**config.mk**
```make
export PLATFORM = sky130hd
export DESIGN_NAME = gpd_front
export DESIGN_NICKNAME = d
export VERILOG_FILES = /design/src/hw/rtl/gpd_pkg.sv /design/src/hw/rtl/gpd_front.sv
export SDC_FILE = /design/constraint.sdc
export NUM_CORES = 1
export LEC_CHECK = 0
export BUFFER_PORTS_ARGS = -buffer_cell sky130_fd_sc_hd__clkbuf_2
export CAP_MARGIN = 0
export CORE_MARGIN = 5
export CORE_UTILIZATION = 60
export DETAILED_ROUTE_END_ITERATION = 10
export PLACE_DENSITY_LB_ADDON = 0.05
export SETUP_SLACK_MARGIN = 0.1
export SLEW_MARGIN = 10
export SYNTH_ARGS = -nofsm -noshare
export SYNTH_HDL_FRONTEND = slang
export SYNTH_SLANG_ARGS = --single-unit
```
**constraint.sdc**
```tcl
create_clock -name clk -period 20.3 [get_ports clk]
set_input_delay 4.06 -clock clk [delete_from_list [all_inputs] [get_ports clk]]
set_output_delay 4.06 -clock clk [all_outputs]
set_load 0.02 [all_outputs]
```
**src/hw/rtl/gpd_pkg.sv**
```systemverilog
// Types and constants shared by the Gaussian pyramid downsampler.
`timescale 1ns / 1ps
`default_nettype none

package gpd_pkg;

  // Frame size limits (output pixels)
  localparam int MAX_OUT_WIDTH  = 1024;
  localparam int MAX_OUT_HEIGHT = 1024;

  // Field widths
  localparam int PIX_W       = 8;
  localparam int COL_W       = 10;
  localparam int ROW_W       = 10;
  localparam int DIM_W       = 11;
  localparam int FR_W        = 10;
  localparam int POS_W       = 11;
  localparam int SUM_W       = 12;
  localparam int CFG_ADDR_W  = 2;
  localparam int CFG_DATA_W  = 11;
  localparam int OUT_TDATA_W = 32;

  // Line store: four row slots, one bank each
  localparam int N_SLOTS   = 4;
  localparam int SLOT_W    = 2;
  localparam int LS_DEPTH  = MAX_OUT_WIDTH;
  localparam int LS_ADDR_W = $clog2(LS_DEPTH);

  // Register reset values
  localparam logic [DIM_W-1:0] OUT_WIDTH_RST     = DIM_W'(320);
  localparam logic [DIM_W-1:0] OUT_HEIGHT_RST    = DIM_W'(240);
  localparam logic [FR_W-1:0]  FIRST_OUT_ROW_RST = FR_W'(80);

  // Configuration register indexes
  typedef enum logic [CFG_ADDR_W-1:0] {
    REG_OUT_WIDTH     = 2'd0,
    REG_OUT_HEIGHT    = 2'd1,
    REG_FIRST_OUT_ROW = 2'd2
  } cfg_reg_t;

  // Per-pixel decision from the front end, valid with an input transaction
  typedef struct packed {
    logic              have;       // horizontal sample produced, write line store
    logic              emit_v;     // vertically filtered result for this pixel
    logic              emit_last;  // last-row copy result for this pixel
    logic [SLOT_W-1:0] slot;       // source row mod 4
    logic [COL_W-1:0]  j;          // line store column
    logic [PIX_W-1:0]  f;          // horizontal filter result
    logic [PIX_W-1:0]  pix;        // raw source pixel
    logic [COL_W-1:0]  col;        // output column
    logic [ROW_W-1:0]  row;        // output row
    logic              frame_end;  // last pixel of the frame
  } front_t;

endpackage

`default_nettype wire

```
**src/hw/rtl/gpd_front.sv**
```systemverilog
// Source position tracking and horizontal 1-4-6-4-1 filter.
`timescale 1ns / 1ps
`default_nettype none

module gpd_front (
  input  wire logic                        clk,
  input  wire logic                        rst,
  input  wire logic                        in_fire,
  input  wire logic [gpd_pkg::PIX_W-1:0]   pixel,
  input  wire logic [gpd_pkg::DIM_W-1:0]   out_width,
  input  wire logic [gpd_pkg::DIM_W-1:0]   out_height,
  input  wire logic [gpd_pkg::FR_W-1:0]    first_out_row,
  output gpd_pkg::front_t                  fo
);

  import gpd_pkg::*;

  localparam logic [DIM_W-1:0] MAX_W_C = DIM_W'(MAX_OUT_WIDTH);
  localparam logic [DIM_W-1:0] MAX_H_C = DIM_W'(MAX_OUT_HEIGHT);
  localparam logic [DIM_W-1:0] MIN_C   = DIM_W'(2);

  logic [PIX_W-1:0] hwin [4];
  logic [POS_W-1:0] src_col;
  logic [POS_W-1:0] src_row;
  logic [POS_W-1:0] src_col_next;
  logic [POS_W-1:0] src_row_next;

  logic [DIM_W-1:0] w;
  logic [DIM_W-1:0] h;
  logic [FR_W-1:0]  fr;
  logic [DIM_W-1:0] wm1;
  logic [DIM_W-1:0] hm1;
  logic [POS_W:0]   two_w;
  logic [POS_W:0]   two_h;
  logic             col_wrap;
  logic [POS_W:0]   row_pre;
  logic [POS_W-1:0] c;
  logic [POS_W-1:0] r;
  logic [POS_W:0]   c_inc;
  logic [POS_W:0]   r_inc;
  logic [SUM_W-1:0] hsum;
  logic             hv;
  logic             last_col;
  logic [COL_W-1:0] j_h;
  logic [COL_W-1:0] j;
  logic [PIX_W-1:0] f;
  logic [ROW_W-1:0] i;
  logic             row_ok;

  // Clamp the size registers and the first row
  always_comb begin
    if (out_width < MIN_C) begin
      w = MIN_C;
    end else if (out_width > MAX_W_C) begin
      w = MAX_W_C;
    end else begin
      w = out_width;
    end
    if (out_height < MIN_C) begin
      h = MIN_C;
    end else if (out_height > MAX_H_C) begin
      h = MAX_H_C;
    end else begin
      h = out_height;
    end
    fr    = (first_out_row == '0) ? FR_W'(1) : first_out_row;
    wm1   = w - DIM_W'(1);
    hm1   = h - DIM_W'(1);
    two_w = {w, 1'b0};
    two_h = {h, 1'b0};
  end

  // Effective position: wrap a position left beyond a smaller frame size
  always_comb begin
    col_wrap = {1'b0, src_col} >= two_w;
    row_pre  = col_wrap ? ({1'b0, src_row} + (POS_W + 1)'(1)) : {1'b0, src_row};
    c        = col_wrap ? '0 : src_col;
    r        = (row_pre >= two_h) ? '0 : row_pre[POS_W-1:0];
  end

  // Next position after this pixel
  always_comb begin
    c_inc = {1'b0, c} + (POS_W + 1)'(1);
    r_inc = {1'b0, r} + (POS_W + 1)'(1);
    if (c_inc >= two_w) begin
      src_col_next = '0;
      src_row_next = (r_inc >= two_h) ? '0 : r_inc[POS_W-1:0];
    end else begin
      src_col_next = c_inc[POS_W-1:0];
      src_row_next = r;
    end
  end

  // Horizontal filter centered two pixels back: 1-4-6-4-1, >> 4
  always_comb begin
    hsum = {2'b00, hwin[1], 2'b00} + {3'b000, hwin[1], 1'b0}
         + {2'b00, hwin[0], 2'b00} + {2'b00, hwin[2], 2'b00}
         + {4'b0000, hwin[3]} + {4'b0000, pixel};
    hv       = !c[0] && (c != '0);
    last_col = ({1'b0, c} == (two_w - (POS_W + 1)'(1)));
    j_h      = c[POS_W-1:1] - COL_W'(1);
    if (hv) begin
      j = j_h;
      f = (j_h == '0) ? hwin[1] : hsum[SUM_W-1:4];
    end else begin
      j = wm1[COL_W-1:0];
      f = pixel;
    end
  end

  // Output decisions for this pixel
  always_comb begin
    i      = r[POS_W-1:1] - ROW_W'(1);
    row_ok = !r[0] && (r != '0) && (i >= fr) && (({1'b0, i} + DIM_W'(2)) <= h);

    fo.have      = hv || last_col;
    fo.emit_v    = (hv || last_col) && row_ok;
    fo.emit_last = ({1'b0, r} == (two_h - (POS_W + 1)'(1))) && !c[0];
    fo.slot      = r[SLOT_W-1:0];
    fo.j         = j;
    fo.f         = f;
    fo.pix       = pixel;
    fo.col       = fo.emit_last ? c[POS_W-1:1] : j;
    fo.row       = fo.emit_last ? hm1[ROW_W-1:0] : i;
    fo.frame_end = fo.emit_last && (c[POS_W-1:1] == wm1[COL_W-1:0]);
  end

  // Pixel window and position registers
  always_ff @(posedge clk) begin
    if (rst) begin
      hwin[0] <= '0;
      hwin[1] <= '0;
      hwin[2] <= '0;
      hwin[3] <= '0;
      src_col <= '0;
      src_row <= '0;
    end else if (in_fire) begin
      hwin[3] <= hwin[2];
      hwin[2] <= hwin[1];
      hwin[1] <= hwin[0];
      hwin[0] <= pixel;
      src_col <= src_col_next;
      src_row <= src_row_next;
    end
  end

endmodule

`default_nettype wire

```
==> run metrics, run 1 <==
Synth Register Bits=54; Slew HR=0.369; Cells after Synth=922; Post-synth top flop=edfxtp_1; TritonCTS clock tree=yes; fillcell total=1090; cell taking the most area after synthesis=ha_1; Reg clk slew, reported paths=0.08 ns; vias=7441; # setup viols final=0; setup slack after layout=3.66 ns; Final Slew Violations=0; first-pass GRT wire length=37200 um; synthesized net count=1081; critical path's slowest cell=nor2_1; Core ar.=12600 sq um; vias in the first global route=7294; post-CTS setup buffers=0; async set-reset flop share out of synthesis=0; Resize count post-CTS=0; CTS Hold Bufs=0; pwr/cell area=70.3 nW/um^2; CTS Root Cell=clkbuf_16; VDD IR max=0.0556 mV; Max clock buf depth=2; nets=1139; CP peak stage delay=0.76 ns; CP max FO=14; DIE WIDTH=123 um; die height=123 um; Final Hold Fails=0; TNS Setup=0 ns; routed length per instance=20.5 um; RD Place Congestion=1.04; synthesized cell area=7690 sq um; layout cell share with drive strength beyond 1=0.139; DRT antenna net count=0; TritonRoute pass-1 iters=6; Synth cell types=84; RR Startpoint=src_col[4]$_SDFFE_PP0P_; sequential area share after synthesis=0.182; Final Critical Period=16.64 ns; Synth area leaders=ha_1 (14%), edfxtp_1 (13%), fa_1 (7.6%); FP Rows=41; HP Start=src_row[9]$_SDFFE_PP0P_; period utilisation layout=0.820; Global Route Usage Sum=0.312; crit path launch=out_width[3]; pin count of the biggest net entering global routing=33; MaxCap Viol Count=0; achievable frequency=60.1 MHz; Setup crit end kind=output pin; clk_skew=0.00848 ns; most used cell, CP=o21a_1; Vias/cell=6.45; reg-to-reg slack, setup=11.56 ns; H-tree Lvls=2; post-synth top area share=0.142; status=finished clean; final wirelength=23700 um; RSZ-0062 raised after global routing=false; detailed placement HPWL=18700 um; Avg Inst Size Synth=8.34 sq um; Synth Warn #=0; # port buffers=94; drt drc=0; Remaining Overflow, GRT=0; die area=15200 sq um; # IOs=95; Area growth syn-to-layout=8.87%; Antenna diodes=0; CTS sink count=54; most common cell in the netlist=ha_1; Clock Latency Late Sink=0.31 ns; initial antenna violation count=0; dpl ws=3.87 ns; HP Class=reg -> reg; startpoint class of the critical path=input pin; CP arrival=12.58 ns; Power Total=588 uW; number of synthesized flops with an enable pin=32; critical path type=in -> out; fin util=0.666; WP data required=16.24 ns; leading cell types by count after synthesis=ha_1 (87), nor2_1 (80), nand2_1 (72); Leakage=3.85 nW; Initial Utilization=0.612; cts bufs inserted=5; Slew @ Worst Pin=0.943 ns; Initial DRC Count=759
routing by layer:
metal / part of all wire / GRT usage
met5: 0 / 0
met4: 0.054 / 0.163
met3: 0.069 / 0.0494
met2: 0.47 / 0.521
met1: 0.41 / 0.389
sequential cells by signal (all words and copies together) (netlist names):
name	flops
src_col	11
hwin	32
src_row	11
report_power, final:
part	switching [mW]	internal, mW
clock network	0.0466	0.0591
registers	0.00640	0.122
logic	0.206	0.148
total	0.259	0.329
path summary, 6_finish.rpt:
kind / end / depth (start not counted)
hold / removal: src_row[9]$_SDFFE_PP0P_ / 2
hold reg to reg: src_row[9]$_SDFFE_PP0P_ / 2
setup / recovery: fo[50] / 35
setup reg to reg: src_row[5]$_SDFFE_PP0P_ / 28
through the flow:
stage               hold slack, ns  std cells  cell area, sq um
global placement             0.529       1145              8200
global route                 0.577       1153              8370
finish                       0.560       1153              8370
detailed placement           0.547       1145              8200
floorplan                    0.493        922              7690
CTS                          0.557       1153              8370
placed cells by master (no fill, tap or decap), types with 8 or more instances in the layout:
master    synthesis  final
clkbuf_2          0     94
nand4_1          12     12
a21o_1           23     23
buf_4            12      8
o21a_1           11     11
inv_1            56     56
edfxtp_1         32     32
fa_1             29     29
ha_1             87     87
dfxtp_1          22     22
nand2_1          72     72
mux2i_1          18     18
a31oi_1          11     11
nor4_1           12     12
mux2_1           10     10
or3_1            12     12
nor2_1           80     80
xnor2_1          47     47
o21ai_0          36     36
nand2b_1         11     11
and2_1           37     37
nand3_1          27     27
a211oi_1          9      9
a21oi_1          47     46
nor2b_1           8      8
xor2_1            9      9
nor3_1           31     30
layout make-up:
class                           count  area (sq um)  area share
Multi-Input combinational cell    757          5820       0.696
Sequential cell                    54          1400       0.167
Timing Repair Buffer              102           531      0.0634
Inverter                           60           228      0.0272
Tap cell                          172           215      0.0257
Clock buffer                        5           125      0.0150
Clock inverter                      3          47.5     0.00568
worst max-delay path, delay by kind of cell:
| kind | cells | cell delay [ns] |
|---|---|---|
| compound gates | 15 | 2.79 |
| xor+xnor | 1 | 0.30 |
| fa+ha+maj | 5 | 1.64 |
| buf+inv | 5 | 0.76 |
| simple gates | 9 | 3.04 |
kinds of logic (layout without fill, tap and decap cells):
logic type               count (synthesis)  in the layout  synth area share
AND/OR/NAND/NOR                        340            340             0.227
AO/OA/AOI/OAI                          210            210             0.193
adder cells (fa/ha/maj)                116            116             0.217
buffers and inverters                  111            170            0.0615
XOR/XNOR                                60             60            0.0767
flip-flops                              54             54             0.182
multiplexers                            31             31            0.0425
No activity file was read; power rests on OpenSTA's default activity.
==> inputs of run 2 (changes only) <==
CORE_UTILIZATION = 55   (was 60)
clock period = 14.6 ns   (was 20.3 ns; I/O delays follow)
==> run metrics, run 2 (synthesized netlist as in run 1, its figures left out) <==
status=finished clean (unchanged); RD Place Congestion=0.930 (was 1.04); Max clock buf depth=2 (unchanged); initial antenna violation count=0 (unchanged); Power Total=785 uW (was 588 uW); # setup viols final=0 (unchanged); final wirelength=22000 um (was 23700 um); CTS Root Cell=clkbuf_16 (unchanged); drt drc=0 (unchanged); pin count of the biggest net entering global routing=26 (was 33); CTS sink count=54 (unchanged); M3 GR Usage=0.0271 (was 0.0494); Final Slew Violations=0 (unchanged); Antenna diodes=0 (unchanged); clock share of power=0.160 (was 0.180); Final Critical Period=13.88 ns; fin util=0.610 (was 0.666); Final Hold Fails=0 (unchanged); detailed placement HPWL=17500 um (was 18700 um); CP max FO=13 (was 14); # IOs=95 (unchanged); # port buffers=94 (unchanged); first-pass GRT wire length=35400 um (was 37200 um); Reg power frac=0.228 (was 0.218); MaxCap Viol Count=0 (unchanged); Area growth syn-to-layout=9.25% (was 8.87%); Clock Latency Late Sink=0.29 ns (was 0.31 ns); achievable frequency=72.0 MHz; clk_skew=0.00932 ns (was 0.00848 ns); Reg with most FFs=hwin (unchanged); Slew HR=0.318 (was 0.369); nets=1143 (was 1139); DRT antenna net count=0 (unchanged); die height=128 um (was 123 um); Reg clk slew, reported paths=0.06 ns (was 0.08 ns); vias in the first global route=6699 (was 7294); H-tree Lvls=2 (unchanged); RSZ-0062 raised after global routing=false (unchanged); Design Area, Final=8400 sq um (was 8370 sq um); cts bufs inserted=5 (unchanged); Global Route Usage Sum=0.266 (was 0.312); Regs by FF count=hwin (32), src_col (11), src_row (11) (unchanged); DP Area=8240 sq um (was 8200 sq um); routing usage on met2=0.435 (was 0.521); internal power=443 uW (was 329 uW); startpoint class of the critical path=input pin (unchanged); switching power=342 uW (was 259 uW); critical path's slowest cell=or4_1 (was nor2_1); Slew @ Worst Pin=1.01 ns (was 0.943 ns); TNS Setup=0 ns (unchanged); Initial DRC Count=725 (was 759); DIE WIDTH=128 um (was 123 um); most common cell after layout, fill and taps aside=clkbuf_2 (unchanged); die area=16400 sq um (was 15200 sq um); routed length per instance=18.9 um (was 20.5 um); pwr/cell area=93.4 nW/um^2 (was 70.3 nW/um^2); Switching Share=0.436 (was 0.440); layout cell share with drive strength beyond 1=0.143 (was 0.139); period utilisation layout=0.951; vias=7162 (was 7441); VDD IR max=0.0554 mV (was 0.0556 mV); critical path type=in -> out (unchanged); Initial Utilization=0.558 (was 0.612); TritonRoute pass-1 iters=5 (was 6); WP data required=11.68 ns (was 16.24 ns); Core ar.=13800 sq um (was 12600 sq um); met1 Use GR=0.379 (was 0.389); Leakage=3.86 nW (was 3.85 nW); FP Rows=43 (was 41); Vias/cell=6.15 (was 6.45); worst path bufs/invs=4 (was 5); HP Class=reg -> reg (unchanged); Combinational Power Share=0.612 (was 0.602); max FFs per register=32 (unchanged); CP arrival=10.96 ns (was 12.58 ns); TritonCTS clock tree=yes (unchanged); CP peak stage delay=0.59 ns (was 0.76 ns); most frequent cells in the layout=clkbuf_2 (94), ha_1 (87), nor2_1 (80) (unchanged); critical path's top delay family=simple AND/OR/NAND/NOR gates (unchanged); Setup crit end kind=output pin (unchanged); grt peak-use layer=met2 (unchanged); CTS Hold Bufs=0 (unchanged); Remaining Overflow, GRT=0 (unchanged); hold slack=0.564 ns (was 0.560 ns)
run 2: worst paths after layout:
| path | from | to | depth (start not counted) | slack, ns |
|---|---|---|---|---|
| max | out_width[3] | fo[50] | 34 | 0.72 |
| min | src_row[9]$_SDFFE_PP0P_ | src_row[9]$_SDFFE_PP0P_ | 2 | 0.56 |
| max reg2reg | src_col[7]$_SDFFE_PP0P_ | src_row[8]$_SDFFE_PP0P_ | 30 | 6.33 |
| min reg2reg | src_row[9]$_SDFFE_PP0P_ | src_row[9]$_SDFFE_PP0P_ | 2 | 0.56 |
run 2: power by group through the flow:
| stage | sequential [mW] | clock [mW] | combinational [mW] |
|---|---|---|---|
| 4_1_cts | 0.179 | 0.128 | 0.480 |
| 6_report | 0.179 | 0.126 | 0.480 |
| 3_3_place_gp | 0.182 | 0 | 0.472 |
| 2_1_floorplan | 0.178 | 0 | 0.366 |
| 5_1_grt | 0.180 | 0.135 | 0.545 |
| 3_5_place_dp | 0.182 | 0 | 0.475 |
run 2: layer usage:
layer,part of all wire,wire length [um]
met1,0.46,10100
met2,0.46,10200
met3,0.058,1270
met4,0.021,469
met5,0,0
run 2: layout make-up:
| class | count | area, sq um |
|---|---|---|
| Multi-Input combinational cell | 757 | 5830 |
| Fill cell | 1271 | 5380 |
| Sequential cell | 54 | 1400 |
| Timing Repair Buffer | 106 | 561 |
| Inverter | 60 | 228 |
| Tap cell | 180 | 225 |
| Clock buffer | 6 | 139 |
| Clock inverter | 2 | 16.3 |
run 2: repair_timing:
action	CTS	global route
buffers inserted	0	0
resized for setup	0	1
setup endpoints to repair	0	1
run 2: tightest hold or removal path: stages (launching register included):
cell and delay (ns):
dfxtp_1 0.36, nand2_1 0.07, o211ai_1 0.08
run 2: per-stage QoR:
| stage | setup slack [ns] | cells |
|---|---|---|
| after floorplan | 1.60 | 922 |
| after global placement | 0.876 | 1157 |
| after detailed placement | 0.689 | 1157 |
| after CTS | 0.672 | 1165 |
| after global routing | 0.199 | 1165 |
| final | 0.719 | 1165 |
==> inputs of run 3 (changes only) <==
CAP_MARGIN = 20   (was 0)
CORE_UTILIZATION = 60   (was 55)
clock period = 14.9 ns   (was 14.6 ns; I/O delays follow)
==> run metrics, run 3 (synthesized netlist as in run 1, its figures left out) <==
status=finished clean (unchanged); Reg with most FFs=hwin (unchanged); cts bufs inserted=5 (unchanged); DRT antenna net count=0 (unchanged); TNS Setup=0 ns (unchanged); # setup viols final=0 (unchanged); die height=123 um (was 128 um); Core ar.=12600 sq um (was 13800 sq um); Remaining Overflow, GRT=0 (unchanged); die area=15200 sq um (was 16400 sq um); CP max FO=14 (was 13); first-pass GRT wire length=36600 um (was 35400 um); Vias/cell=6.35 (was 6.15); Final Slew Violations=0 (unchanged); most frequent cells in the layout=clkbuf_2 (94), ha_1 (87), nor2_1 (80) (unchanged); Slew HR=0.335 (was 0.318); Initial Utilization=0.612 (was 0.558); post-CTS setup buffers=0 (unchanged); TritonRoute pass-1 iters=5 (unchanged); Initial DRC Count=736 (was 725); vias=7349 (was 7162); layout cell share with drive strength beyond 1=0.141 (was 0.143); Clock Latency Late Sink=0.29 ns (about the same); HP Class=reg -> reg (unchanged); FP Rows=41 (was 43); Area growth syn-to-layout=8.87% (was 9.25%); drt drc=0 (unchanged); Setup crit end kind=output pin (unchanged); period utilisation layout=0.943; H-tree Lvls=2 (unchanged); Design Area, Final=8370 sq um (was 8400 sq um); RD Place Congestion=1.03 (was 0.930); achievable frequency=71.2 MHz; routed length per instance=20.0 um (was 18.9 um); Slew @ Worst Pin=0.994 ns (was 1.01 ns); initial antenna violation count=0 (unchanged); startpoint class of the critical path=input pin (unchanged); Leakage=3.85 nW (was 3.86 nW); most common cell after layout, fill and taps aside=clkbuf_2 (unchanged); Max clock buf depth=2 (unchanged); WP data required=11.92 ns (was 11.68 ns); DIE WIDTH=123 um (was 128 um); Final Critical Period=14.05 ns; RSZ-0062 raised after global routing=false (unchanged); fin util=0.666 (was 0.610); TritonCTS clock tree=yes (unchanged); # IOs=95 (unchanged); max FFs per register=32 (unchanged); Power Total=779 uW (was 785 uW); critical path type=in -> out (unchanged); Resize count post-CTS=0 (unchanged); vias in the first global route=7276 (was 6699); nets=1143 (unchanged); Antenna diodes=0 (unchanged); MaxCap Viol Count=0 (unchanged); hold slack=0.555 ns (was 0.564 ns); clk_skew=0.00716 ns (was 0.00932 ns); pin count of the biggest net entering global routing=38 (was 26); Reg clk slew, reported paths=0.07 ns (was 0.06 ns); VDD IR max=0.0938 mV (was 0.0554 mV); Final Hold Fails=0 (unchanged); Regs by FF count=hwin (32), src_col (11), src_row (11) (unchanged); CTS sink count=54 (unchanged); Global Route Usage Sum=0.304 (was 0.266); most used cell, CP=o21a_1; CTS Hold Bufs=0 (unchanged); pwr/cell area=93.1 nW/um^2 (was 93.4 nW/um^2); CP peak stage delay=0.59 ns (about the same); CTS Root Cell=clkbuf_16 (unchanged); detailed placement HPWL=18300 um (was 17500 um); final wirelength=23100 um (was 22000 um); # port buffers=94 (unchanged); CP arrival=11.07 ns (was 10.96 ns); critical path's slowest cell=or4_1 (unchanged); DP Area=8230 sq um (was 8240 sq um)
## run 3: cell count changes in the layout (fill, tap and decap cells not counted)
cell,before,now
clkbuf_1,0,1
nor4_1,11,12
clkinvlp_4,1,0
clkbuf_8,1,0
nor4_2,1,0
clkinv_2,0,1
## run 3: path summary, 6_finish.rpt
check	start	endpoint	slack [ns]	cells past startpoint
max	out_width[4]	fo[50]	0.85	36
min	src_row[9]$_SDFFE_PP0P_	src_row[9]$_SDFFE_PP0P_	0.56	2
max reg2reg	src_col[4]$_SDFFE_PP0P_	src_row[2]$_SDFFE_PP0P_	6.57	29
min reg2reg	src_row[9]$_SDFFE_PP0P_	src_row[9]$_SDFFE_PP0P_	0.56	2
## run 3: per-layer routing
layer / routed length, um / global-route usage
met1: 9490 / 0.388
met2: 11100 / 0.523
met3: 1610 / 0.0384
met4: 851 / 0.117
met5: 0 / 0
## run 3: area by class of cell
| cell class | instances | area (sq um) |
|---|---|---|
| Multi-Input combinational cell | 757 | 5820 |
| Clock inverter | 2 | 13.8 |
| Inverter | 60 | 228 |
| Sequential cell | 54 | 1400 |
| Timing Repair Buffer | 106 | 561 |
| Tap cell | 172 | 215 |
| Clock buffer | 6 | 129 |
| Fill cell | 1106 | 4200 |
## run 3: per-stage QoR
step | worst slack, ns | instances
after floorplan | 1.78 | 922
after global placement | 1.37 | 1149
after detailed placement | 1.05 | 1149
after CTS | 1.00 | 1157
after global routing | 0.226 | 1157
final | 0.854 | 1157
## run 3: where the power goes
part	internal (mW)	leakage, nW	total [mW]	switching, mW
registers	0.166	0.530	0.175	0.00894
clock network	0.0629	0.0712	0.118	0.0549
logic	0.205	3.25	0.486	0.282
## run 3: critical path, delay by kind of cell
| kind | cells | cell delay (ns) |
|---|---|---|
| AO/OA/AOI/OAI | 15 | 2.85 |
| AND/OR/NAND/NOR | 9 | 2.38 |
| adder cells (fa/ha/maj) | 5 | 1.62 |
| buffers and inverters | 6 | 0.94 |
| XOR/XNOR | 1 | 0.31 |
